<file path="src/rtl/rwc_pkg.sv">
package rwc_pkg;

  localparam int unsigned TEXTURE_WIDTH  = 64;
  localparam int unsigned TEXTURE_HEIGHT = 64;
  localparam int unsigned FRAC_W         = 16;

  localparam int unsigned COL_W  = 12;
  localparam int unsigned CELL_W = 6;
  localparam int unsigned DIR_W  = 18;
  localparam int unsigned EYE_W  = 22;
  localparam int unsigned H_W    = 11;
  localparam int unsigned LH_W   = 16;
  localparam int unsigned ROW_W  = 11;
  localparam int unsigned TX_W   = 6;
  localparam int unsigned Q_W    = 23;

  // signed numerator ((cell + offset) << 16) - eye and its magnitude
  localparam int unsigned NUM_W  = CELL_W + 1 + FRAC_W + 1;
  localparam int unsigned MAG_W  = NUM_W - 1;
  localparam int unsigned D1_W   = MAG_W + FRAC_W;
  localparam int unsigned DIST_W = 40;
  localparam int unsigned D2_W   = H_W + FRAC_W;
  localparam int unsigned D3_W   = $clog2(TEXTURE_HEIGHT + 1) + FRAC_W;
  localparam int unsigned FRC_W  = 32;
  localparam int unsigned TXR_W  = $clog2(TEXTURE_WIDTH + 1);
  localparam int unsigned TXP_W  = FRC_W + TXR_W;
  localparam int unsigned OFF_W  = LH_W - 1;
  localparam int unsigned ST_W   = OFF_W + Q_W;

  localparam logic [DIST_W-1:0] DIST_MAX    = '1;
  localparam logic [LH_W-1:0]   LH_MAX      = '1;
  localparam logic [Q_W-1:0]    Q_MAX       = '1;
  localparam logic [H_W-1:0]    H_RESET     = H_W'(480);
  localparam logic [D3_W-1:0]   TH_DIVIDEND = D3_W'(TEXTURE_HEIGHT) << FRAC_W;

  typedef enum logic [1:0] {
    SIDE_EAST  = 2'd0,
    SIDE_WEST  = 2'd1,
    SIDE_NORTH = 2'd2,
    SIDE_SOUTH = 2'd3
  } side_e;

  typedef struct packed {
    logic [COL_W-1:0] column;
    side_e            side;
    logic [EYE_W-1:0] eye_o;
    logic [DIR_W-1:0] dir_o_mag;
    logic             dir_o_neg;
    logic [DIR_W-1:0] dir_mag;
    logic [MAG_W-1:0] num_mag;
    logic             dir_zero;
    logic             dist_zero;
  } front_item_t;

  typedef struct packed {
    logic [COL_W-1:0] column;
    side_e            side;
    logic [LH_W-1:0]  wall_height;
    logic [ROW_W-1:0] row_first;
    logic [ROW_W-1:0] row_last;
    logic [TX_W-1:0]  texel_column;
    logic [Q_W-1:0]   texel_step;
    logic [Q_W-1:0]   texel_start;
  } res_t;

endpackage

</file>
<file path="src/rtl/rwc_queue.sv">
module rwc_queue import rwc_pkg::*; (
  input  logic        clk_i,
  input  logic        rst_ni,
  input  logic        push_i,
  input  front_item_t data_i,
  output logic        full_o,
  input  logic        pop_i,
  output front_item_t data_o,
  output logic        empty_o
);

  front_item_t slot_q [2];
  logic        wr_q, wr_d, rd_q, rd_d;
  logic [1:0]  cnt_q, cnt_d;
  logic        do_push, do_pop;

  assign full_o  = (cnt_q == 2'd2);
  assign empty_o = (cnt_q == 2'd0);
  assign data_o  = slot_q[rd_q];
  assign do_push = push_i && !full_o;
  assign do_pop  = pop_i && !empty_o;

  always_comb begin
    wr_d  = do_push ? ~wr_q : wr_q;
    rd_d  = do_pop ? ~rd_q : rd_q;
    cnt_d = cnt_q + {1'b0, do_push} - {1'b0, do_pop};
  end

  always_ff @(posedge clk_i or negedge rst_ni) begin
    if (!rst_ni) begin
      wr_q  <= 1'b0;
      rd_q  <= 1'b0;
      cnt_q <= 2'd0;
    end else begin
      wr_q  <= wr_d;
      rd_q  <= rd_d;
      cnt_q <= cnt_d;
    end
  end

  always_ff @(posedge clk_i) begin
    if (do_push) begin
      slot_q[wr_q] <= data_i;
    end
  end

endmodule

</file>
<file path="config.mk">
export PLATFORM = sky130hd
export DESIGN_NAME = rwc_queue
export DESIGN_NICKNAME = d
export VERILOG_FILES = /design/src/rtl/rwc_pkg.sv /design/src/rtl/rwc_queue.sv
export SDC_FILE = /design/constraint.sdc
export NUM_CORES = 1
export LEC_CHECK = 0
export ABC_CLOCK_PERIOD_IN_PS = 15700
export BUFFER_PORTS_ARGS = -buffer_cell sky130_fd_sc_hd__buf_2
export CAP_MARGIN = 20
export CORE_MARGIN = 3
export CORE_UTILIZATION = 56
export DETAILED_ROUTE_END_ITERATION = 6
export GPL_TIMING_DRIVEN = 1
export PLACE_DENSITY = 0.85
export SLEW_MARGIN = 30
export SYNTH_ARGS = -nofsm -noshare
export SYNTH_HDL_FRONTEND = slang
export SYNTH_SLANG_ARGS = --single-unit
</file>
<file path="constraint.sdc">
create_clock -name clk_i -period 15.7 [get_ports clk_i]
set_input_delay 0.785 -clock clk_i [delete_from_list [all_inputs] [get_ports clk_i]]
set_output_delay 0.785 -clock clk_i [all_outputs]
set_load 0.02 [all_outputs]
</file>
Yosys cells after proc, flatten, opt, wreduce, memory -nomap -nowiden
Memory sizes are Yosys's and may differ from the RTL's.
Cells that the tools add are included.
{"block": "classes", "add_sub_neg": 2, "n_eq_ne": 1, "n_mux": 2, "bitwise": 2, "reduce_logical": 5}
{"op": "$add A2 B1 Y2", "count": 1}
{"op": "$eq A2 B2 Y1 const B", "count": 1}
{"op": "$logic_and A1 B1 Y1", "count": 2}
{"op": "$logic_not A1 Y1", "count": 2}
{"op": "$logic_not A2 Y1", "count": 1}
{"op": "$mux W1", "count": 2}
{"op": "$not A1 Y1", "count": 2}
{"op": "$sub A2 B1 Y2", "count": 1}
{"block": "word_totals", "register_bits": 4, "mem_bits_rw": 196, "out_inout_bits": 100, "elab_cells": 16, "mem_count": 1}
{"name": "slot_q", "words": 2, "width": 98, "read_ports": 1, "rd_clocked_by_memory_dff": 0, "wr": 1, "line": "rwc_queue.sv:12", "rtl": "front_item_t slot_q [2];"}

Logic depth before layout (Yosys ltp)
{"block": "depth", "word_depth": 5, "ltp_mapped": 7, "depth_no_buf": 7}

Worst setup path before layout
OpenSTA, ideal clock, no wires.
{"block": "synth_path", "path_type": "in2reg", "start": "input push_i", "end": "memory slot_q[0][0] in the netlist's numbering, enable pin", "arrival_ps": 4959, "slack_ps": 10185, "path_stages": 2, "n_path_buf": 0, "path_cell_list": "nand2_1 > nor2_1"}
{"block": "synth_between", "elab_chain_cells": 3}
{"element": "start, declared", "line": "rwc_queue.sv:4", "rtl": "input logic push_i,"}
{"element": "$logic_and A1 B1 Y1", "line": "rwc_queue.sv:20", "rtl": "assign do_push = push_i && !full_o;"}
{"element": "$mux W1", "line": "rwc_queue.sv:42", "rtl": "if (do_push) begin"}
{"element": "$mux W1 (not written as such)", "line": "rwc_queue.sv:43", "rtl": "slot_q[wr_q] <= data_i;"}
{"element": "end, declared", "line": "rwc_queue.sv:12"}
No other way between the ends.

==> impl_results.md <==
* Status: complete, no violations
* NetSw at 566 µW
* Tot Pwr at 1.79 mW
* Sw frac at 31.6%
* Mapped Area at 7300 µm²
* Hold Crit Class: in -> async
* Worst slew pin tran at 779 ps
* Final setup vio count at 0
* Core Region at 12700 µm²
* Syn Nets at 427
* Clk pwr share at 24.6%
* Final HPWL DP at 8570 µm
* Slowest CP cell: dfrtp_4
* FP Rows at 41
* Post-CTS Setup Inserts at 0
* Initial core utilization at 57.6%
* Pre-antenna DRT Iters at 4
* CP delay by family, top: flip-flops
* Minimum clock period at 3390 ps
* Normalized max-slew margin at 48.1%
* Logic pwr share at 31.4%
* Drt via density at 5.15
* Crit path buf inv count at 2
* Iter 0 DRT Violations at 153
* DRC at 0
* Vias in the first global route at 4042
* Cell Chain, Critical Path: buf_4 > mux2_2 > buf_2
* Crit path kind: reg -> out
* Layout cells sized above 1 at 60.9%
* Area Growth Syn to Fin at 25.0%
* Most common cell after layout, fill and taps aside: buf_2
* Hold Buf Count CTS at 0
* Final Util at 72.0%
* Seq/Total Area, Yosys at 82.0%
* P_int at 1.23 mW
* IO Count at 202
* Die Y at 120 µm
* Syn avg cell area at 22.6 µm²
* Fin cells at 721
* Max incr delay on CP at 930 ps
* First-pass GRT wire length at 20100 µm
* Total wire length at 13100 µm
* Final GP Congestion at 0.731
* Post-route antenna net violation count at 0
* Num CTS Buffers at 17
* Highest clock rate at 0.295 GHz
* Layout fillers at 790
* Crit start category: register
* Maximum vdd drop at 0.150 mV
* Clk_skew at 10.9 ps
* Die Wd at 120 µm
* Grt ovf at 0
* Setup_tns at 0 ps
* RSZ-0062 raised after global routing: false
* Final Hold Viols at 0
* Initial antenna violation count at 1
* PostCTS Resize Cnt at 0
* Clk Tree Root Cell: clkbuf_16
* Final period utilization at 21.6%
* H-tree depth at 4
* Library cells used by synthesis at 15
* Reg2Reg Launch Point: cnt_q[1]
* Vias at 3716
* Worst setup path startpoint: rd_q
* Yosys warns at 0
* Worst-case clock buffer depth at 2
* Placed Cells at 689
* Avg WL per Cell at 18.1 µm
* Final Cell Area at 9120 µm²
* Sequential share of power at 44.0%
* Total GRT Usage at 18.5%
* Clock transition at path regs at 70 ps
* Lkg Pwr at 3.46 nW
* Final Max Slew Viols at 0
* Critical path fanouts, max at 53
* Power per Cell Area at 196 nW/µm²
* Cell Area, Placed at 8510 µm²
* Largest net degree at the start of global routing at 58
* Worst EP arrival at 2600 ps
* Most frequent cells in the layout: buf_2 (201), edfxtp_1 (196), mux2_2 (88)
* Req. time, crit path at 14910 ps
* Post-Synthesis Cells at 323
* FF+latch count, synth at 200
* Die Area at 14400 µm²
* CTS tree: yes
* Maxcap violations at 0
* Worst skew pair latency at 430 ps
* Port Buffers at 201
* Final #Nets at 640
* CTS sink count at 200
* Kind of end point of the critical path: output port
[worst register-to-register path: cells and delay by family (launching register included)]
family	cells	cell delay (ps)
simple gates	3	850
flops	1	410
buf+inv	2	870
[worst paths after layout]
kind	slack, ps	cells after the start	end
max	12310	3	data_o[77]
min	160	1	rd_q
max reg2reg	13130	5	slot_q[0][88]
min reg2reg	520	1	cnt_q[1]
max in group asynchronous	15390	1	rd_q
min in group clk_i	520	1	cnt_q[1]
[Yosys cell counts]
cell type	number	area, µm²
nor2_1	2	7.51
and3_1	1	6.26
nand2_1	1	3.75
nor2b_1	1	6.26
mux2_2	88	991
inv_1	2	7.51
ha_1	2	25.0
xnor2_1	3	26.3
mux2_4	10	150
dfrtp_1	4	100
xor2_1	1	8.76
buf_6	3	33.8
buf_2	8	40.0
edfxtp_1	196	5890
nand2b_1	1	6.26
[power by group through the flow]
| stage | Clock (mW) | Combinational [mW] | Sequential (mW) |
|---|---|---|---|
| 3_5_place_dp | 0 | 0.569 | 0.801 |
| 5_1_grt | 0.473 | 0.597 | 0.801 |
| 6_report | 0.441 | 0.562 | 0.788 |
| 3_3_place_gp | 0 | 0.552 | 0.790 |
| 4_1_cts | 0.449 | 0.573 | 0.790 |
| 2_1_floorplan | 0 | 0.422 | 0.774 |
[metal layers]
| metal | vias up | GRT usage (%) | share of wire [%] |
|---|---|---|---|
| met3 | 21 | 6.50 | 8.0 |
| li1 | 1709 | - | - |
| met2 | 143 | 31.9 | 51 |
| met4 | 0 | 7.37 | 2.1 |
| met5 | - | 0 | 0 |
| met1 | 1843 | 21.1 | 39 |
[final cells by class]
| cell class | instances | area, µm² | area share [%] |
|---|---|---|---|
| clock buffer | 18 | 429 | 4.71 |
| inverter | 2 | 7.51 | 0.0823 |
| multi-input combinational | 110 | 1240 | 13.6 |
| tap | 172 | 215 | 2.36 |
| timing repair buffer | 205 | 1060 | 11.6 |
| antenna | 1 | 2.50 | 0.0274 |
| clock inverter | 13 | 178 | 1.95 |
| sequential | 200 | 5990 | 65.7 |
[state kept, by name, indices dropped and copies added, names as in the netlist]
| name | count |
|---|---|
| slot_q | 196 |
| rd_q | 1 |
| wr_q | 1 |
| cnt_q | 2 |
[cells by family after synthesis]
group / count (synthesis) / share of synthesized area [%]
simple gates: 6 / 0.412
xor+xnor: 4 / 0.480
buf+inv: 13 / 1.11
fa+ha+maj: 2 / 0.343
mux: 98 / 15.6
flops: 200 / 82.0
[metrics by stage]
step / hold WS [ps] / setup WS (ps)
floorplan: 461 / 10190
global placement: 492 / 12600
detailed placement: 497 / 12720
CTS: 145 / 12240
global route: 137 / 12150
finish: 163 / 12310
No activity file was read; power rests on OpenSTA's default activity.
