[src/rtl/rwc_pkg.sv]
package rwc_pkg;

  localparam int unsigned TEXTURE_WIDTH  = 64;
  localparam int unsigned TEXTURE_HEIGHT = 64;
  localparam int unsigned FRAC_W         = 16;

  localparam int unsigned COL_W  = 12;
  localparam int unsigned CELL_W = 6;
  localparam int unsigned DIR_W  = 18;
  localparam int unsigned EYE_W  = 22;
  localparam int unsigned H_W    = 11;
  localparam int unsigned LH_W   = 16;
  localparam int unsigned ROW_W  = 11;
  localparam int unsigned TX_W   = 6;
  localparam int unsigned Q_W    = 23;

  // signed numerator ((cell + offset) << 16) - eye and its magnitude
  localparam int unsigned NUM_W  = CELL_W + 1 + FRAC_W + 1;
  localparam int unsigned MAG_W  = NUM_W - 1;
  localparam int unsigned D1_W   = MAG_W + FRAC_W;
  localparam int unsigned DIST_W = 40;
  localparam int unsigned D2_W   = H_W + FRAC_W;
  localparam int unsigned D3_W   = $clog2(TEXTURE_HEIGHT + 1) + FRAC_W;
  localparam int unsigned FRC_W  = 32;
  localparam int unsigned TXR_W  = $clog2(TEXTURE_WIDTH + 1);
  localparam int unsigned TXP_W  = FRC_W + TXR_W;
  localparam int unsigned OFF_W  = LH_W - 1;
  localparam int unsigned ST_W   = OFF_W + Q_W;

  localparam logic [DIST_W-1:0] DIST_MAX    = '1;
  localparam logic [LH_W-1:0]   LH_MAX      = '1;
  localparam logic [Q_W-1:0]    Q_MAX       = '1;
  localparam logic [H_W-1:0]    H_RESET     = H_W'(480);
  localparam logic [D3_W-1:0]   TH_DIVIDEND = D3_W'(TEXTURE_HEIGHT) << FRAC_W;

  typedef enum logic [1:0] {
    SIDE_EAST  = 2'd0,
    SIDE_WEST  = 2'd1,
    SIDE_NORTH = 2'd2,
    SIDE_SOUTH = 2'd3
  } side_e;

  typedef struct packed {
    logic [COL_W-1:0] column;
    side_e            side;
    logic [EYE_W-1:0] eye_o;
    logic [DIR_W-1:0] dir_o_mag;
    logic             dir_o_neg;
    logic [DIR_W-1:0] dir_mag;
    logic [MAG_W-1:0] num_mag;
    logic             dir_zero;
    logic             dist_zero;
  } front_item_t;

  typedef struct packed {
    logic [COL_W-1:0] column;
    side_e            side;
    logic [LH_W-1:0]  wall_height;
    logic [ROW_W-1:0] row_first;
    logic [ROW_W-1:0] row_last;
    logic [TX_W-1:0]  texel_column;
    logic [Q_W-1:0]   texel_step;
    logic [Q_W-1:0]   texel_start;
  } res_t;

endpackage

[src/rtl/rwc_front.sv]
module rwc_front import rwc_pkg::*; (
  input  logic                    clk_i,
  input  logic                    rst_ni,
  input  logic                    push,
  output logic                    full,
  input  logic [COL_W-1:0]        column_i,
  input  logic [1:0]              hit_side_i,
  input  logic [CELL_W-1:0]       cell_x_i,
  input  logic [CELL_W-1:0]       cell_y_i,
  input  logic signed [1:0]       sign_x_i,
  input  logic signed [1:0]       sign_y_i,
  input  logic signed [DIR_W-1:0] ray_dir_x_i,
  input  logic signed [DIR_W-1:0] ray_dir_y_i,
  input  logic [EYE_W-1:0]        eye_x_i,
  input  logic [EYE_W-1:0]        eye_y_i,
  output logic                    q_push_o,
  input  logic                    q_full_i,
  output front_item_t             item_o
);

  logic              ew;
  side_e             side;
  logic [CELL_W-1:0] map_cell;
  logic              off;
  logic [EYE_W-1:0]  eye;
  logic [DIR_W-1:0]  dir, dir_o, dir_neg, dir_o_neg;
  logic [CELL_W:0]   cell_off;
  logic [NUM_W-1:0]  num, num_neg;
  logic              load;
  logic              v_q, v_d;
  front_item_t       item_d, item_q;

  always_comb begin
    side      = side_e'(hit_side_i);
    ew        = (side == SIDE_EAST) || (side == SIDE_WEST);
    map_cell  = ew ? cell_x_i : cell_y_i;
    off       = ew ? sign_x_i[1] : sign_y_i[1];
    eye       = ew ? eye_x_i : eye_y_i;
    dir       = ew ? ray_dir_x_i : ray_dir_y_i;
    dir_o     = ew ? ray_dir_y_i : ray_dir_x_i;
    item_d.eye_o = ew ? eye_y_i : eye_x_i;
    cell_off  = {1'b0, map_cell} + {{CELL_W{1'b0}}, off};
    num       = {1'b0, cell_off, {FRAC_W{1'b0}}} - {2'b00, eye};
    num_neg   = -num;
    dir_neg   = -dir;
    dir_o_neg = -dir_o;
    item_d.column    = column_i;
    item_d.side      = side;
    item_d.dir_o_mag = dir_o[DIR_W-1] ? dir_o_neg : dir_o;
    item_d.dir_o_neg = dir_o[DIR_W-1];
    item_d.dir_mag   = dir[DIR_W-1] ? dir_neg : dir;
    item_d.num_mag   = num[NUM_W-1] ? num_neg[MAG_W-1:0] : num[MAG_W-1:0];
    item_d.dir_zero  = (dir == '0);
    // opposite signs mean the face lies behind the eye
    item_d.dist_zero = (num == '0) || (num[NUM_W-1] != dir[DIR_W-1]);
  end

  assign full     = v_q && q_full_i;
  assign load     = push && !full;
  assign q_push_o = v_q && !q_full_i;
  assign item_o   = item_q;

  always_comb begin
    v_d = v_q;
    if (load) begin
      v_d = 1'b1;
    end else if (q_push_o) begin
      v_d = 1'b0;
    end
  end

  always_ff @(posedge clk_i or negedge rst_ni) begin
    if (!rst_ni) begin
      v_q <= 1'b0;
    end else begin
      v_q <= v_d;
    end
  end

  always_ff @(posedge clk_i) begin
    if (load) begin
      item_q <= item_d;
    end
  end

endmodule

[config.mk]
export PLATFORM = sky130hd
export DESIGN_NAME = rwc_front
export DESIGN_NICKNAME = d
export VERILOG_FILES = /design/src/rtl/rwc_pkg.sv /design/src/rtl/rwc_front.sv
export SDC_FILE = /design/constraint.sdc
export NUM_CORES = 1
export LEC_CHECK = 0
export BUFFER_PORTS_ARGS = -buffer_cell sky130_fd_sc_hd__buf_2
export CAP_MARGIN = 20
export CORE_UTILIZATION = 53
export CTS_BUF_LIST = sky130_fd_sc_hd__clkbuf_8
export DETAILED_ROUTE_END_ITERATION = 6
export PLACE_DENSITY_LB_ADDON = 0.15
export SKIP_CTS_REPAIR_TIMING = 1
export SLEW_MARGIN = 20
export SYNTH_ARGS = -nofsm -noshare
export SYNTH_HDL_FRONTEND = slang
export SYNTH_SLANG_ARGS = --single-unit
[constraint.sdc]
create_clock -name clk_i -period 6 [get_ports clk_i]
set_input_delay 0.6 -clock clk_i [delete_from_list [all_inputs] [get_ports clk_i]]
set_output_delay 0.6 -clock clk_i [all_outputs]
set_load 0.02 [all_outputs]
---- After elaboration in Yosys (flattened, before gate mapping) ----
Index checks and enable logic that the tools add are counted.
word-level totals
  register bits ........................... 99
  latch bits .............................. 0
  RAM bits ................................ 0
  memory bits (read-only) ................. 0
  input bits .............................. 114
  output and inout port bits .............. 100
  logic and storage cells ................. 41
  memories ................................ 0
operators by class
  add/sub/neg operators ................... 5
  multiply operators ...................... 0
  div/mod/pow operators ................... 0
  magnitude comparators ................... 0
  eq/ne operators ......................... 2
  shift operators ......................... 0
  muxes and demuxes ....................... 11
  bitwise logic cells ..................... 0
  reduce and logical (&&, ||, !) cells .... 11
operators with widths
  cell                                                  number
  two-way mux 22 bit                                    2
  two-way mux 18 bit                                    2
  negation 18 bit                                       2
  two-way mux 17 bit                                    2
  logical NOT 24 bit                                    1
  subtractor 23 x 22 -> 24 bit                          1
  two-way mux 23 bit                                    1
  negation 23 bit                                       1
  logical NOT 18 bit                                    1
  adder 6 x 1 -> 7 bit                                  1
  two-way mux 6 bit                                     1
  logical AND 1 bit                                     3
  two-way mux 1 bit                                     3
  equality test 2 x 1 -> 1 bit (second input constant)  1
  logical NOT 1 bit                                     2
  logical NOT 2 bit                                     1
  logical OR 1 bit                                      2
  nonzero test 2 bit                                    1
  != test 1 bit                                         1

---- Longest topological paths before layout ----
Gate-level depths: netlist of the first run.
  depth in word-level cells ............... 7
  depth in mapped cells ................... 22

---- Least setup slack after synthesis of the first run ----
No wires, ideal clock.
  path type ............................... input port to flip-flop
  from .................................... input port hit_side_i[1]
  to ...................................... register item_q (netlist bit item_o[0]), data pin
  setup time .............................. 0.146 ns
  data arrival time ....................... 6.474 ns
  data required time ...................... 5.854 ns
  setup slack ............................. -0.619 ns
  cell stages on the path ................. 20
  path buffers ............................ 9
  cell sequence ........................... buf_6 -> clkbuf_1 -> buf_2 -> buf_1 -> clkbuf_1 -> buf_1 -> buf_1 -> buf_2 -> mux2i_1 -> ha_1 -> clkbuf_1 -> nor4bb_1 -> o22ai_1 -> nor4_1 -> o21ai_0 -> xor2_1 -> nand3_2 -> or4_4 -> or4_1 -> a21oi_1
RTL lines
  item                  RTL line         text
  start, declared       rwc_front.sv:7   input logic [1:0] hit_side_i,
  end signal, assigned  rwc_front.sv:82  item_q <= item_d;
  end, declared         rwc_front.sv:31  front_item_t item_d, item_q;

==> reports/qor_table.md, run 1 <==
| Step | Result | Value |
| --- | --- | --- |
| setup path | Cell type of the slowest stage on the worst timing path | a222oi_1 |
| synthesis | Seq/Total Area, Yosys | 0.4657 |
| clock tree | TritonCTS clock tree | built |
| detailed routing | Via count normalized by instance count | 5.681 |
| final layout | Antenna Cells | 0 |
| timing | Final setup skew | 0.008201 ns |
| run status | Failing checks | design-rule violations |
| synthesis | Post-synth net total | 714 |
| power and ir drop | Leakage | 3.154 nW |
| grt | Via count of the first global-routing pass | 5249 |
| setup path | Register-to-register setup slack | 3.72 ns |
| synthesis | Number of instances in the synthesized netlist | 589 |
| final layout | P&R area growth vs syn | 22.23% |
| power and ir drop | Int Pwr | 1.236 mW |
| synthesis | Leading register cell type out of synthesis | edfxtp_1 |
| clock tree | Clock transition at the registers of the reported paths | 0.11 ns |
| setup path | Worst Path Max Fanout | 47 |
| floorplanning | I/O pin cnt | 214 |
| clock tree | Clock Tree Root | clkbuf_8 |
| setup path | RR Endpoint | item_o[45]$_DFFE_PP_ |
| timing | Max-slew violation count | 0 |
| flow run | Max cap viols | 0 |
| setup path | Critical path endpoint | item_o[0]$_DFFE_PP_ |
| floorplanning | Die width | 111.7 um |
| detailed routing | Number of remaining DRC errors | 16 |
| clock tree | CTS HTree Levels | 3 |
| setup path | FF-to-FF Start | v_q$_DFFE_PN0P_ |
| setup path | Slowest Stage Delay on Critical Path | 0.92 ns |
| detailed routing | Routed via count | 5346 |
| timing | Final-report setup violation count | 0 |
| hold path | Hold/Removal Path Class | in -> reg |
| synthesis | Share of the synthesized area in the top cell type | 0.4618 |
| power and ir drop | Switching Fraction | 0.3338 |
| synthesis | Synthesized area divided by synthesized cell count | 10.82 um^2 |
| setup path | Required time at the endpoint of the critical path | 6.25 ns |
| detailed routing | Remaining antenna violation count after routing | 0 |
| grt | First-pass GRT wire length | 25030 um |
| clock tree | Insertion delay to the later sink of the worst-skew pair | 0.39 ns |
| place | Worst Setup Slack post-DPL | 1.126 ns |
| setup path | CP Depth | 11 |
| timing | Slew Limit Headroom | 0.2591 |
| synthesis | Synthesized flop and latch total | 99 |
| grt | Overall fraction of global-route tracks in use | 0.2549 |
| setup path | Data arrival time of the worst path | 4.73 ns |
| place | Half-perimeter wire length of the detailed placement result | 11780 um |
| power and ir drop | Power per cell area | 238.2 nW/um^2 |
| floorplanning | Initial core utilization | 0.5510 |
| power and ir drop | Peak VDD IR | 130.4 uV |
| power and ir drop | Logic gate share of total power | 0.301 |
| clock tree | Num Clock Sinks | 99 |
| run status | Status | finished with violations |
| synthesis | Top post-synthesis cells by area | edfxtp_1, mux2i_1, xnor2_1 |
| detailed routing | Violation count after the first detailed-routing iteration | 308 |
| floorplanning | Die span in y | 111.7 um |
| setup path | Category of cells accounting for the largest share of critical-path delay | simple AND/OR/NAND/NOR gates |
| synthesis | Summed instance area of the synthesized netlist | 6372 um^2 |
| power and ir drop | Clock group share of total power | 0.230 |
| setup path | Sort of element at the start of the critical path | input port |
| synthesis | EDFF count, synth | 98 |
| detailed routing | WL final | 15860 um |
| final layout | Post-route non-filler standard cell count | 941 |
| final layout | Share of layout cells above drive strength 1 | 0.3521 |
| final layout | Net total in the final layout | 918 |
| final layout | Share of the core filled with cells in the final layout | 0.6735 |
| grt | Number of antenna violations at the first check in global routing | 2 |
| grt | Maximum number of pins on one net before global-route repair | 85 |
| power and ir drop | Part of the power in registers | 0.469 |
| timing | Unrepaired setup endpoints after global routing | no |
| setup path | CP startpoint | hit_side_i[1] |
| timing | Setup slack of the critical path after layout | 1.523 ns |
| synthesis | Share of async-settable or async-resettable flops after synthesis | 0.01010 |
| setup path | Logic depth of the worst register-to-register path | 4 |
| timing | Worst Max-Slew Pin Slew | 1.111 ns |
| detailed routing | Final routed wire length divided by cell count | 16.86 um |
| place | Total of buffers placed on input and output ports | 211 |
| synthesis | Syn. warnings | 0 |
| floorplanning | Std-Cell Core Area | 11560 um^2 |
| clock tree | Clock Path Buffers | 2 |
| power and ir drop | Net switching power of the design | 0.6193 mW |
| setup path | Cell breakdown of the critical path | buf_6 > buf_4 > or3b_1 > a222oi_1 > nand2_2 > xnor2_2 > a31o_2 > nand3_2 > or4_4 > or4_1 > a21oi_1 |
| place | Routability cong. | 0.8591 |
| setup path | Nature of the critical path endpoint | register |
| synthesis | Largest area contributor in the netlist | edfxtp_1 |
| clock tree | TritonCTS buffer count | 9 |
| timing | Sum of negative setup slack | 0 ns |
| setup path | Classification of the worst setup path | in -> reg |
| timing | Final period utilization | 0.7462 |
| grt | Overflow after GRT | 0 |
| detailed routing | Count of TritonRoute iterations in the first routing pass | 7 |
| place | Number of placed instances, taps included | 922 |
| floorplanning | Std cell rows | 39 |
| timing | FMAX | 223.4 MHz |
| timing | Hold violation count in the final report | 0 |
| floorplanning | Die Footprint | 12470 um^2 |
| setup path | CP Buf/Inv Count | 2 |
| timing | Post-route minimum period | 4.477 ns |
| synthesis | Number of distinct library cells after synthesis | 53 |
| final layout | Filler Cells Inserted | 944 |
[power groups by stage]
stage	registers [mW]	logic [mW]	clock network (mW)
CTS	0.871	0.553	0.436
global route	0.876	0.604	0.457
global placement	0.884	0.535	0
detailed placement	0.887	0.551	0
finish	0.870	0.558	0.427
floorplan	0.976	0.289	0
[final cells by class]
class                   count  area (um^2)  area share
repair buffers            218         1130      0.1451
inverters                   5        18.77    0.002410
flip-flops and latches     99         2968      0.3810
multi-input cells         460         3301      0.4238
well taps                 143        178.9     0.02297
clock inverters             7        68.82    0.008835
clock buffers               9        123.9     0.01590
[metrics by stage]
| step | cell area [um^2] | hold slack (ns) | power [mW] |
|---|---|---|---|
| after floorplan | 6392 | 0.3044 | 1.264 |
| after global placement | 7559 | 0.3759 | 1.419 |
| after detailed placement | 7559 | 0.3762 | 1.437 |
| after CTS | 7751 | -0.05543 | 1.860 |
| after global routing | 7789 | 0.3606 | 1.937 |
| final | 7789 | 0.3791 | 1.855 |
[how the worst min path moves through the flow]
stage	start	to	cells after the start
finish	column_i[9]	item_o[95]$_DFFE_PP_	1
global route	column_i[3]	item_o[89]$_DFFE_PP_	1
CTS	rst_ni	v_q$_DFFE_PN0P_	1
detailed placement	rst_ni	v_q$_DFFE_PN0P_	1
global placement	rst_ni	v_q$_DFFE_PN0P_	1
floorplan	rst_ni	v_q$_DFFE_PN0P_	0
[registers in the layout, summed over array words and instances, names as in the netlist]
name    cells
item_o     98
v_q         1
[cell usage in the layout (no fill, tap or decap), types with 7 or more instances in the layout]
cell type  Yosys  routed
ha_1          11      11
a21oi_1       31      31
nand3_1        7       7
buf_2          5     210
nor4_1        12      11
clkbuf_8       0       9
o21ai_0       25      25
nor3b_1       11      11
nor2_1        57      57
edfxtp_1      98      98
mux2_2        34      34
xor2_1        30      30
xnor2_1       49      49
nand2_1       31      31
mux2i_1       54      54
nor3_1        37      37
[kinds of logic after synthesis]
| logic type | count (synthesis) | synth area share |
|---|---|---|
| AO/OA/AOI/OAI | 80 | 0.07246 |
| XOR/XNOR | 80 | 0.1111 |
| adder cells (fa/ha/maj) | 11 | 0.02160 |
| buffers and inverters | 30 | 0.01983 |
| flip-flops | 99 | 0.4657 |
| multiplexers | 88 | 0.1449 |
| AND/OR/NAND/NOR | 201 | 0.1643 |
[Yosys cell counts, drive strengths merged (12+ instances only)]
cell,number
nor2,57
xor2,30
mux2i,54
mux2,34
edfxtp,98
nor3,37
o21ai,25
buf,14
nor4,12
a21oi,31
nand2,32
xnor2,50
[layer usage]
| layer | track usage | vias to the layer above | wire length (um) |
|---|---|---|---|
| li1 | - | 2597 | - |
| met1 | 0.3045 | 2505 | 6407 |
| met2 | 0.4406 | 209 | 7922 |
| met3 | 0.05117 | 33 | 1083 |
| met4 | 0.1207 | 2 | 434 |
| met5 | 0 | - | 13 |
(Power assumes the default switching activity.)
==> inputs of run 2 (changes only) <==
CORE_UTILIZATION = 48   (was 53)
clock period = 3.9 ns   (was 6 ns; I/O delays follow)
==> run 2 against run 1 <==
  * The flow now finishes without violations
  * Register-to-register slack got worse by 1.5 ns
  * Critical path depth up 2
  * Sequential cell count unchanged
  * Core utilization down 3.8 points
  * First-iteration DRC count grew 4.2%
  * Combinational power up 64%
  * Final cell count grew 5.3%
  * Design area is 4.2% higher
  * Count of clock-buffer cells in the layout stayed put
  * Hold slack worse by 0.21 ns
  * Wire length grew 2.5%
  * Sequential share of layout area fell by 1.5 points
  * Highest routed layer is now met4
==> reports/qor_table.md, run 2 (synthesis gave the netlist of run 1 again) <==
| Step | Result | Value | Delta |
| --- | --- | --- | --- |
| run status | Status | completed | was finished with violations |
| timing | Hold violation count in the final report | 0 | unchanged |
| floorplanning | Std cell rows | 41 | was 39 |
| clock tree | Num Clock Sinks | 99 | unchanged |
| flow run | Max cap viols | 0 | unchanged |
| grt | Maximum number of pins on one net before global-route repair | 59 | was 85 |
| setup path | CP Buf/Inv Count | 2 | unchanged |
| hold path | Hold_sp | column_i[1] | was column_i[9] |
| grt | Overall fraction of global-route tracks in use | 0.2419 | was 0.2549 |
| setup path | Category of cells accounting for the largest share of critical-path delay | simple AND/OR/NAND/NOR gates | unchanged |
| setup path | CP startpoint | hit_side_i[1] | unchanged |
| timing | FMAX | 281.1 MHz |  |
| power and ir drop | Peak VDD IR | 176.6 uV | was 130.4 uV |
| floorplanning | Die span in y | 117.2 um | was 111.7 um |
| place | Routability cong. | 0.8942 | was 0.8591 |
| clock tree | Clock Path Buffers | 2 | unchanged |
| detailed routing | Remaining antenna violation count after routing | 0 | unchanged |
| final layout | Most common cell after layout, fill and taps aside | buf_2 | unchanged |
| timing | Unrepaired setup endpoints after global routing | no | unchanged |
| grt | Overflow after GRT | 0 | unchanged |
| clock tree | TritonCTS clock tree | built | unchanged |
| clock tree | Clock Tree Root | clkbuf_8 | unchanged |
| hold path | Hold/Removal Path Class | in -> reg | unchanged |
| clock tree | TritonCTS buffer count | 9 | unchanged |
| timing | Max-slew violation count | 0 | unchanged |
| detailed routing | Number of remaining DRC errors | 0 | was 16 |
| timing | Setup slack of the critical path after layout | 0.3423 ns | was 1.523 ns |
| detailed routing | Final routed wire length divided by cell count | 16.41 um | was 16.86 um |
| hold path | End point of the worst hold path | item_o[87]$_DFFE_PP_ | was item_o[95]$_DFFE_PP_ |
| setup path | Slowest Stage Delay on Critical Path | 0.52 ns | was 0.92 ns |
| detailed routing | Routed via count | 5450 | was 5346 |
| setup path | Logic depth of the worst register-to-register path | 3 | was 4 |
| setup path | Cell breakdown of the critical path | buf_6 > mux2_2 > inv_1 > ha_2 > nor4b_4 > o22ai_2 > nor4_4 > o21ai_1 > xor2_1 > nand3_2 > or4_4 > or4_1 > a21oi_1 | was buf_6 > buf_4 > or3b_1 > a222oi_1 > nand2_2 > xnor2_2 > a31o_2 > nand3_2 > or4_4 > or4_1 > a21oi_1 |
| timing | Final setup skew | 0.005824 ns | was 0.008201 ns |
| clock tree | CTS HTree Levels | 3 | unchanged |
| setup path | Worst Path Max Fanout | 15 | was 47 |
| hold path | Cell depth of the worst min-delay path | 1 | unchanged |
| final layout | Register cell area after layout | 2968 um^2 | unchanged |
| setup path | CP Depth | 13 | was 11 |
| clock tree | Clock transition at the registers of the reported paths | 0.10 ns | was 0.11 ns |
| grt | First-pass GRT wire length | 25190 um | was 25030 um |
| final layout | Share of the core filled with cells in the final layout | 0.6355 | was 0.6735 |
| timing | Post-route minimum period | 3.558 ns |  |
| power and ir drop | Leakage | 3.285 nW | was 3.154 nW |
| grt | Number of antenna violations at the first check in global routing | 4 | was 2 |
| floorplanning | Die width | 117.2 um | was 111.7 um |
| detailed routing | Violation count after the first detailed-routing iteration | 321 | was 308 |
| timing | Final-report setup violation count | 0 | unchanged |
| setup path | Sort of element at the start of the critical path | input port | unchanged |
| floorplanning | Initial core utilization | 0.4989 | was 0.5510 |
| setup path | Nature of the critical path endpoint | register | unchanged |
| timing | Sum of negative setup slack | 0 ns | unchanged |
| floorplanning | Die Footprint | 13740 um^2 | was 12470 um^2 |
| place | Instance area at placement | 7898 um^2 | was 7559 um^2 |
| final layout | P&R area growth vs syn | 27.39% | was 22.23% |
| detailed routing | Via count normalized by instance count | 5.499 | was 5.681 |
| clock tree | Insertion delay to the later sink of the worst-skew pair | 0.39 ns | about the same |
| place | Total of buffers placed on input and output ports | 211 | unchanged |
| final layout | Filler Cells Inserted | 1060 | was 944 |
| place | Half-perimeter wire length of the detailed placement result | 12440 um | was 11780 um |
| timing | Slew Limit Headroom | 0.5061 | was 0.2591 |
| detailed routing | Count of TritonRoute iterations in the first routing pass | 4 | was 7 |
| timing | Final period utilization | 0.9122 |  |
| final layout | Area of all placed cells without fillers | 8118 um^2 | was 7789 um^2 |
| floorplanning | Std-Cell Core Area | 12770 um^2 | was 11560 um^2 |
| final layout | Net total in the final layout | 935 | was 918 |
| setup path | Data arrival time of the worst path | 3.81 ns | was 4.73 ns |
| setup path | Cell type of the slowest stage on the worst timing path | or4_4 | was a222oi_1 |
| setup path | Register-to-register setup slack | 2.21 ns | was 3.72 ns |
| setup path | FF-to-FF Start | v_q$_DFFE_PN0P_ | unchanged |
| power and ir drop | Power per cell area | 361.6 nW/um^2 | was 238.2 nW/um^2 |
| final layout | Commonest cells after routing, fill and taps aside | buf_2, edfxtp_1, nor2_1, mux2i_1, xnor2_1 | unchanged |
| setup path | Classification of the worst setup path | in -> reg | unchanged |
| detailed routing | WL final | 16260 um | was 15860 um |
| timing | Worst Max-Slew Pin Slew | 0.7408 ns | was 1.111 ns |
| setup path | RR Endpoint | item_o[46]$_DFFE_PP_ | was item_o[45]$_DFFE_PP_ |
| timing | Smallest hold slack | 0.1678 ns | was 0.3791 ns |
| setup path | Required time at the endpoint of the critical path | 4.15 ns | was 6.25 ns |
| final layout | Share of layout cells above drive strength 1 | 0.3914 | was 0.3521 |
| final layout | Footprint of the multi-input gates | 3461 um^2 | was 3301 um^2 |
| floorplanning | I/O pin cnt | 214 | unchanged |
| grt | Via count of the first global-routing pass | 5209 | was 5249 |
| final layout | Flip-flop count of the largest register, all copies and words added | 98 | unchanged |
| place | Worst Setup Slack post-DPL | -0.04603 ns | was 1.126 ns |
## run 2: cell count changes in the layout (fill, tap and decap cells not counted), sizes merged
cell,before,now
buf,217,234
inv,8,7
diode,0,4
bufinv,0,1
## run 2: power breakdown
part,switching [mW],total (mW),internal [mW]
logic,0.538,0.913,0.375
registers,0.0224,1.34,1.32
clock network,0.383,0.684,0.301
## run 2: cell type report
cell class / instances / area share
clock buffers: 9 / 0.01526
clock inverters: 7 / 0.009402
inverters: 5 / 0.002312
well taps: 172 / 0.02651
multi-input cells: 460 / 0.4263
repair buffers: 235 / 0.1534
diodes: 4 / 0.001233
flip-flops and latches: 99 / 0.3656
## run 2: worst reg2reg max path, delay by kind of cell, from the launching register on
kind | cells | cell delay (ns)
buffers and inverters | 1 | 0.59
AND/OR/NAND/NOR | 2 | 0.32
flip-flops | 1 | 0.38
## run 2: worst max path at each step
| stage | endpoint | slack, ns |
|---|---|---|
| after floorplan | item_o[0]$_DFFE_PP_ | -0.73 |
| after global placement | item_o[0]$_DFFE_PP_ | 0.07 |
| after detailed placement | item_o[0]$_DFFE_PP_ | -0.05 |
| after CTS | item_o[0]$_DFFE_PP_ | 0.36 |
| after global routing | item_o[0]$_DFFE_PP_ | 0.19 |
| final | item_o[0]$_DFFE_PP_ | 0.34 |
## run 2: through the flow
stage               std cells  total power [mW]
global route              990             3.090
CTS                       986             2.959
floorplan                 589             2.001
detailed placement        970             2.276
global placement          970             2.255
finish                    991             2.936
## run 2: routing by layer
layer	wire [um]	vias up	track usage
met5	0	-	0
met4	368	0	0.1030
met3	1257	28	0.05510
met2	8006	221	0.4173
met1	6625	2560	0.2899
li1	-	2641	-
==> inputs of run 3 (changes only) <==
PLACE_DENSITY = 0.79   (was default)
PLACE_DENSITY_LB_ADDON = default   (was 0.15)
==> run 3 against run 2 <==
  * Final cell count shrank 0.20%
  * Largest cell class unchanged
  * Hold slack worse by 0.012 ns
  * Critical path type unchanged
  * First-iteration DRC count rose by 16%
  * Design area decreased by 0.25%
  * Count of clock-buffer cells in the layout stayed put
  * Wire length increased by 4.3%
  * Sequential cell count unchanged
  * Sequential share of layout area up 0.090 points
  * Critical path depth stayed put
  * Maximum frequency up 2.6%
==> reports/qor_table.md, run 3 (synthesis gave the netlist of run 1 again) <==
| Step | Result | Value | Delta |
| --- | --- | --- | --- |
| run status | Status | completed | unchanged |
| grt | First-pass GRT wire length | 25340 um | was 25190 um |
| final layout | Most common cell after layout, fill and taps aside | buf_2 | unchanged |
| detailed routing | Number of remaining DRC errors | 0 | unchanged |
| hold path | Cell depth of the worst min-delay path | 1 | unchanged |
| detailed routing | Remaining antenna violation count after routing | 0 | unchanged |
| timing | Slew Limit Headroom | 0.4093 | was 0.5061 |
| power and ir drop | Overall power | 2.936 mW | about the same |
| detailed routing | Count of TritonRoute iterations in the first routing pass | 5 | was 4 |
| setup path | Classification of the worst setup path | in -> reg | unchanged |
| floorplanning | Std-Cell Core Area | 12770 um^2 | unchanged |
| timing | Post-route minimum period | 3.469 ns | was 3.558 ns |
| setup path | Cell breakdown of the critical path | buf_6 > mux2_2 > inv_1 > ha_2 > nor4b_4 > o22ai_2 > nor4_4 > o21ai_1 > xor2_1 > nand3_2 > or4_4 > or4_1 > a21oi_1 | unchanged |
| place | Routability cong. | 0.8667 | was 0.8942 |
| grt | Maximum number of pins on one net before global-route repair | 76 | was 59 |
| final layout | Filler Cells Inserted | 1059 | was 1060 |
| timing | Smallest hold slack | 0.1558 ns | was 0.1678 ns |
| power and ir drop | Peak VDD IR | 207.9 uV | was 176.6 uV |
| clock tree | TritonCTS buffer count | 9 | unchanged |
| grt | Via count of the first global-routing pass | 5231 | was 5209 |
| floorplanning | Die span in y | 117.2 um | unchanged |
| detailed routing | Via count normalized by instance count | 5.624 | was 5.499 |
| clock tree | Num Clock Sinks | 99 | unchanged |
| final layout | Share of the core filled with cells in the final layout | 0.6340 | was 0.6355 |
| floorplanning | Std cell rows | 41 | unchanged |
| timing | Final period utilization | 0.8895 | was 0.9122 |
| final layout | Commonest cells after routing, fill and taps aside | buf_2, edfxtp_1, nor2_1, mux2i_1, xnor2_1 | unchanged |
| timing | Final-report setup violation count | 0 | unchanged |
| place | Half-perimeter wire length of the detailed placement result | 13050 um | was 12440 um |
| setup path | Data arrival time of the worst path | 3.73 ns | was 3.81 ns |
| setup path | Cell type of the slowest stage on the worst timing path | or4_4 | unchanged |
| timing | FMAX | 288.3 MHz | was 281.1 MHz |
| clock tree | Clock transition at the registers of the reported paths | 0.11 ns | was 0.10 ns |
| floorplanning | Initial core utilization | 0.4989 | unchanged |
| hold path | Hold_sp | column_i[11] | was column_i[1] |
| place | Total of buffers placed on input and output ports | 211 | unchanged |
| clock tree | Clock Tree Root | clkbuf_8 | unchanged |
| detailed routing | WL final | 16960 um | was 16260 um |
| detailed routing | Routed via count | 5562 | was 5450 |
| place | Worst Setup Slack post-DPL | 0.01392 ns | was -0.04603 ns |
| final layout | Share of layout cells above drive strength 1 | 0.3907 | was 0.3914 |
| final layout | P&R area growth vs syn | 27.08% | was 27.39% |
| floorplanning | Die width | 117.2 um | unchanged |
| place | Instance area at placement | 7890 um^2 | was 7898 um^2 |
| hold path | Hold/Removal Path Class | in -> reg | unchanged |
| timing | Worst Max-Slew Pin Slew | 0.8861 ns | was 0.7408 ns |
| timing | Unrepaired setup endpoints after global routing | no | unchanged |
| power and ir drop | Power per cell area | 362.6 nW/um^2 | was 361.6 nW/um^2 |
| setup path | FF-to-FF Start | v_q$_DFFE_PN0P_ | unchanged |
| floorplanning | Die Footprint | 13740 um^2 | unchanged |
| grt | Overflow after GRT | 0 | unchanged |
| power and ir drop | Leakage | 3.276 nW | was 3.285 nW |
| final layout | Net total in the final layout | 934 | was 935 |
| hold path | End point of the worst hold path | item_o[97]$_DFFE_PP_ | was item_o[87]$_DFFE_PP_ |
| setup path | Register-to-register setup slack | 2.23 ns | was 2.21 ns |
| setup path | Worst Path Max Fanout | 13 | was 15 |
| clock tree | Insertion delay to the later sink of the worst-skew pair | 0.40 ns | was 0.39 ns |
| grt | Overall fraction of global-route tracks in use | 0.2467 | was 0.2419 |
| timing | Setup slack of the critical path after layout | 0.4308 ns | was 0.3423 ns |
| clock tree | CTS HTree Levels | 3 | unchanged |
| setup path | RR Endpoint | item_o[66]$_DFFE_PP_ | was item_o[46]$_DFFE_PP_ |
| timing | Hold violation count in the final report | 0 | unchanged |
| setup path | Required time at the endpoint of the critical path | 4.16 ns | was 4.15 ns |
| timing | Max-slew violation count | 0 | unchanged |
| clock tree | Clock Path Buffers | 2 | unchanged |
| flow run | Max cap viols | 0 | unchanged |
| setup path | Nature of the critical path endpoint | register | unchanged |
| timing | Final setup skew | 0.01632 ns | was 0.005824 ns |
| clock tree | TritonCTS clock tree | built | unchanged |
| setup path | Logic depth of the worst register-to-register path | 3 | unchanged |
| final layout | Area of all placed cells without fillers | 8098 um^2 | was 8118 um^2 |
| grt | Number of antenna violations at the first check in global routing | 3 | was 4 |
| final layout | Flip-flop count of the largest register, all copies and words added | 98 | unchanged |
| detailed routing | Final routed wire length divided by cell count | 17.15 um | was 16.41 um |
| floorplanning | I/O pin cnt | 214 | unchanged |
| detailed routing | Violation count after the first detailed-routing iteration | 373 | was 321 |
| setup path | Sort of element at the start of the critical path | input port | unchanged |
| setup path | Slowest Stage Delay on Critical Path | 0.53 ns | was 0.52 ns |
## run 3: how the worst max path moves through the flow
stage	cells past startpoint	start	slack (ns)	endpoint
floorplan	20	hit_side_i[1]	-0.73	item_o[0]$_DFFE_PP_
global placement	13	hit_side_i[1]	0.10	item_o[0]$_DFFE_PP_
detailed placement	13	hit_side_i[1]	0.01	item_o[0]$_DFFE_PP_
CTS	13	hit_side_i[1]	0.44	item_o[0]$_DFFE_PP_
global route	11	hit_side_i[1]	0.22	item_o[0]$_DFFE_PP_
finish	13	hit_side_i[1]	0.43	item_o[0]$_DFFE_PP_
## run 3: metal layers
metal	vias to the layer above	track usage	share of wire
li1	2632	-	-
met2	283	0.4306	0.48
met4	2	0.1342	0.032
met5	-	0	0.00077
met1	2606	0.2808	0.39
met3	39	0.05510	0.088
## run 3: stage by stage
step / instances / TNS [ns]
2_1_floorplan: 589 / -7.901
3_3_place_gp: 969 / 0
3_5_place_dp: 969 / 0
4_1_cts: 985 / 0
5_1_grt: 988 / 0
6_report: 989 / 0
## run 3: layout make-up
cell class / instances / area (um^2) / share of cell area
antenna: 3 / 7.507 / 0.0009271
tap: 172 / 215.2 / 0.02658
timing repair buffer: 234 / 1237 / 0.1528
clock buffer: 9 / 123.9 / 0.01530
inverter: 5 / 18.77 / 0.002318
clock inverter: 7 / 66.31 / 0.008189
multi-input combinational: 460 / 3461 / 0.4274
sequential: 99 / 2968 / 0.3665
## run 3: where the power goes
part	internal, mW	switching [mW]	total, mW
registers	1.32	0.0231	1.34
clock network	0.250	0.420	0.670
logic	0.377	0.550	0.927
## run 3: critical path, delay by kind of cell
family | cells | cell delay, ns
AND/OR/NAND/NOR | 5 | 1.80
XOR/XNOR | 1 | 0.24
multiplexers | 1 | 0.38
adder cells (fa/ha/maj) | 1 | 0.21
buffers and inverters | 2 | 0.23
AO/OA/AOI/OAI | 3 | 0.47
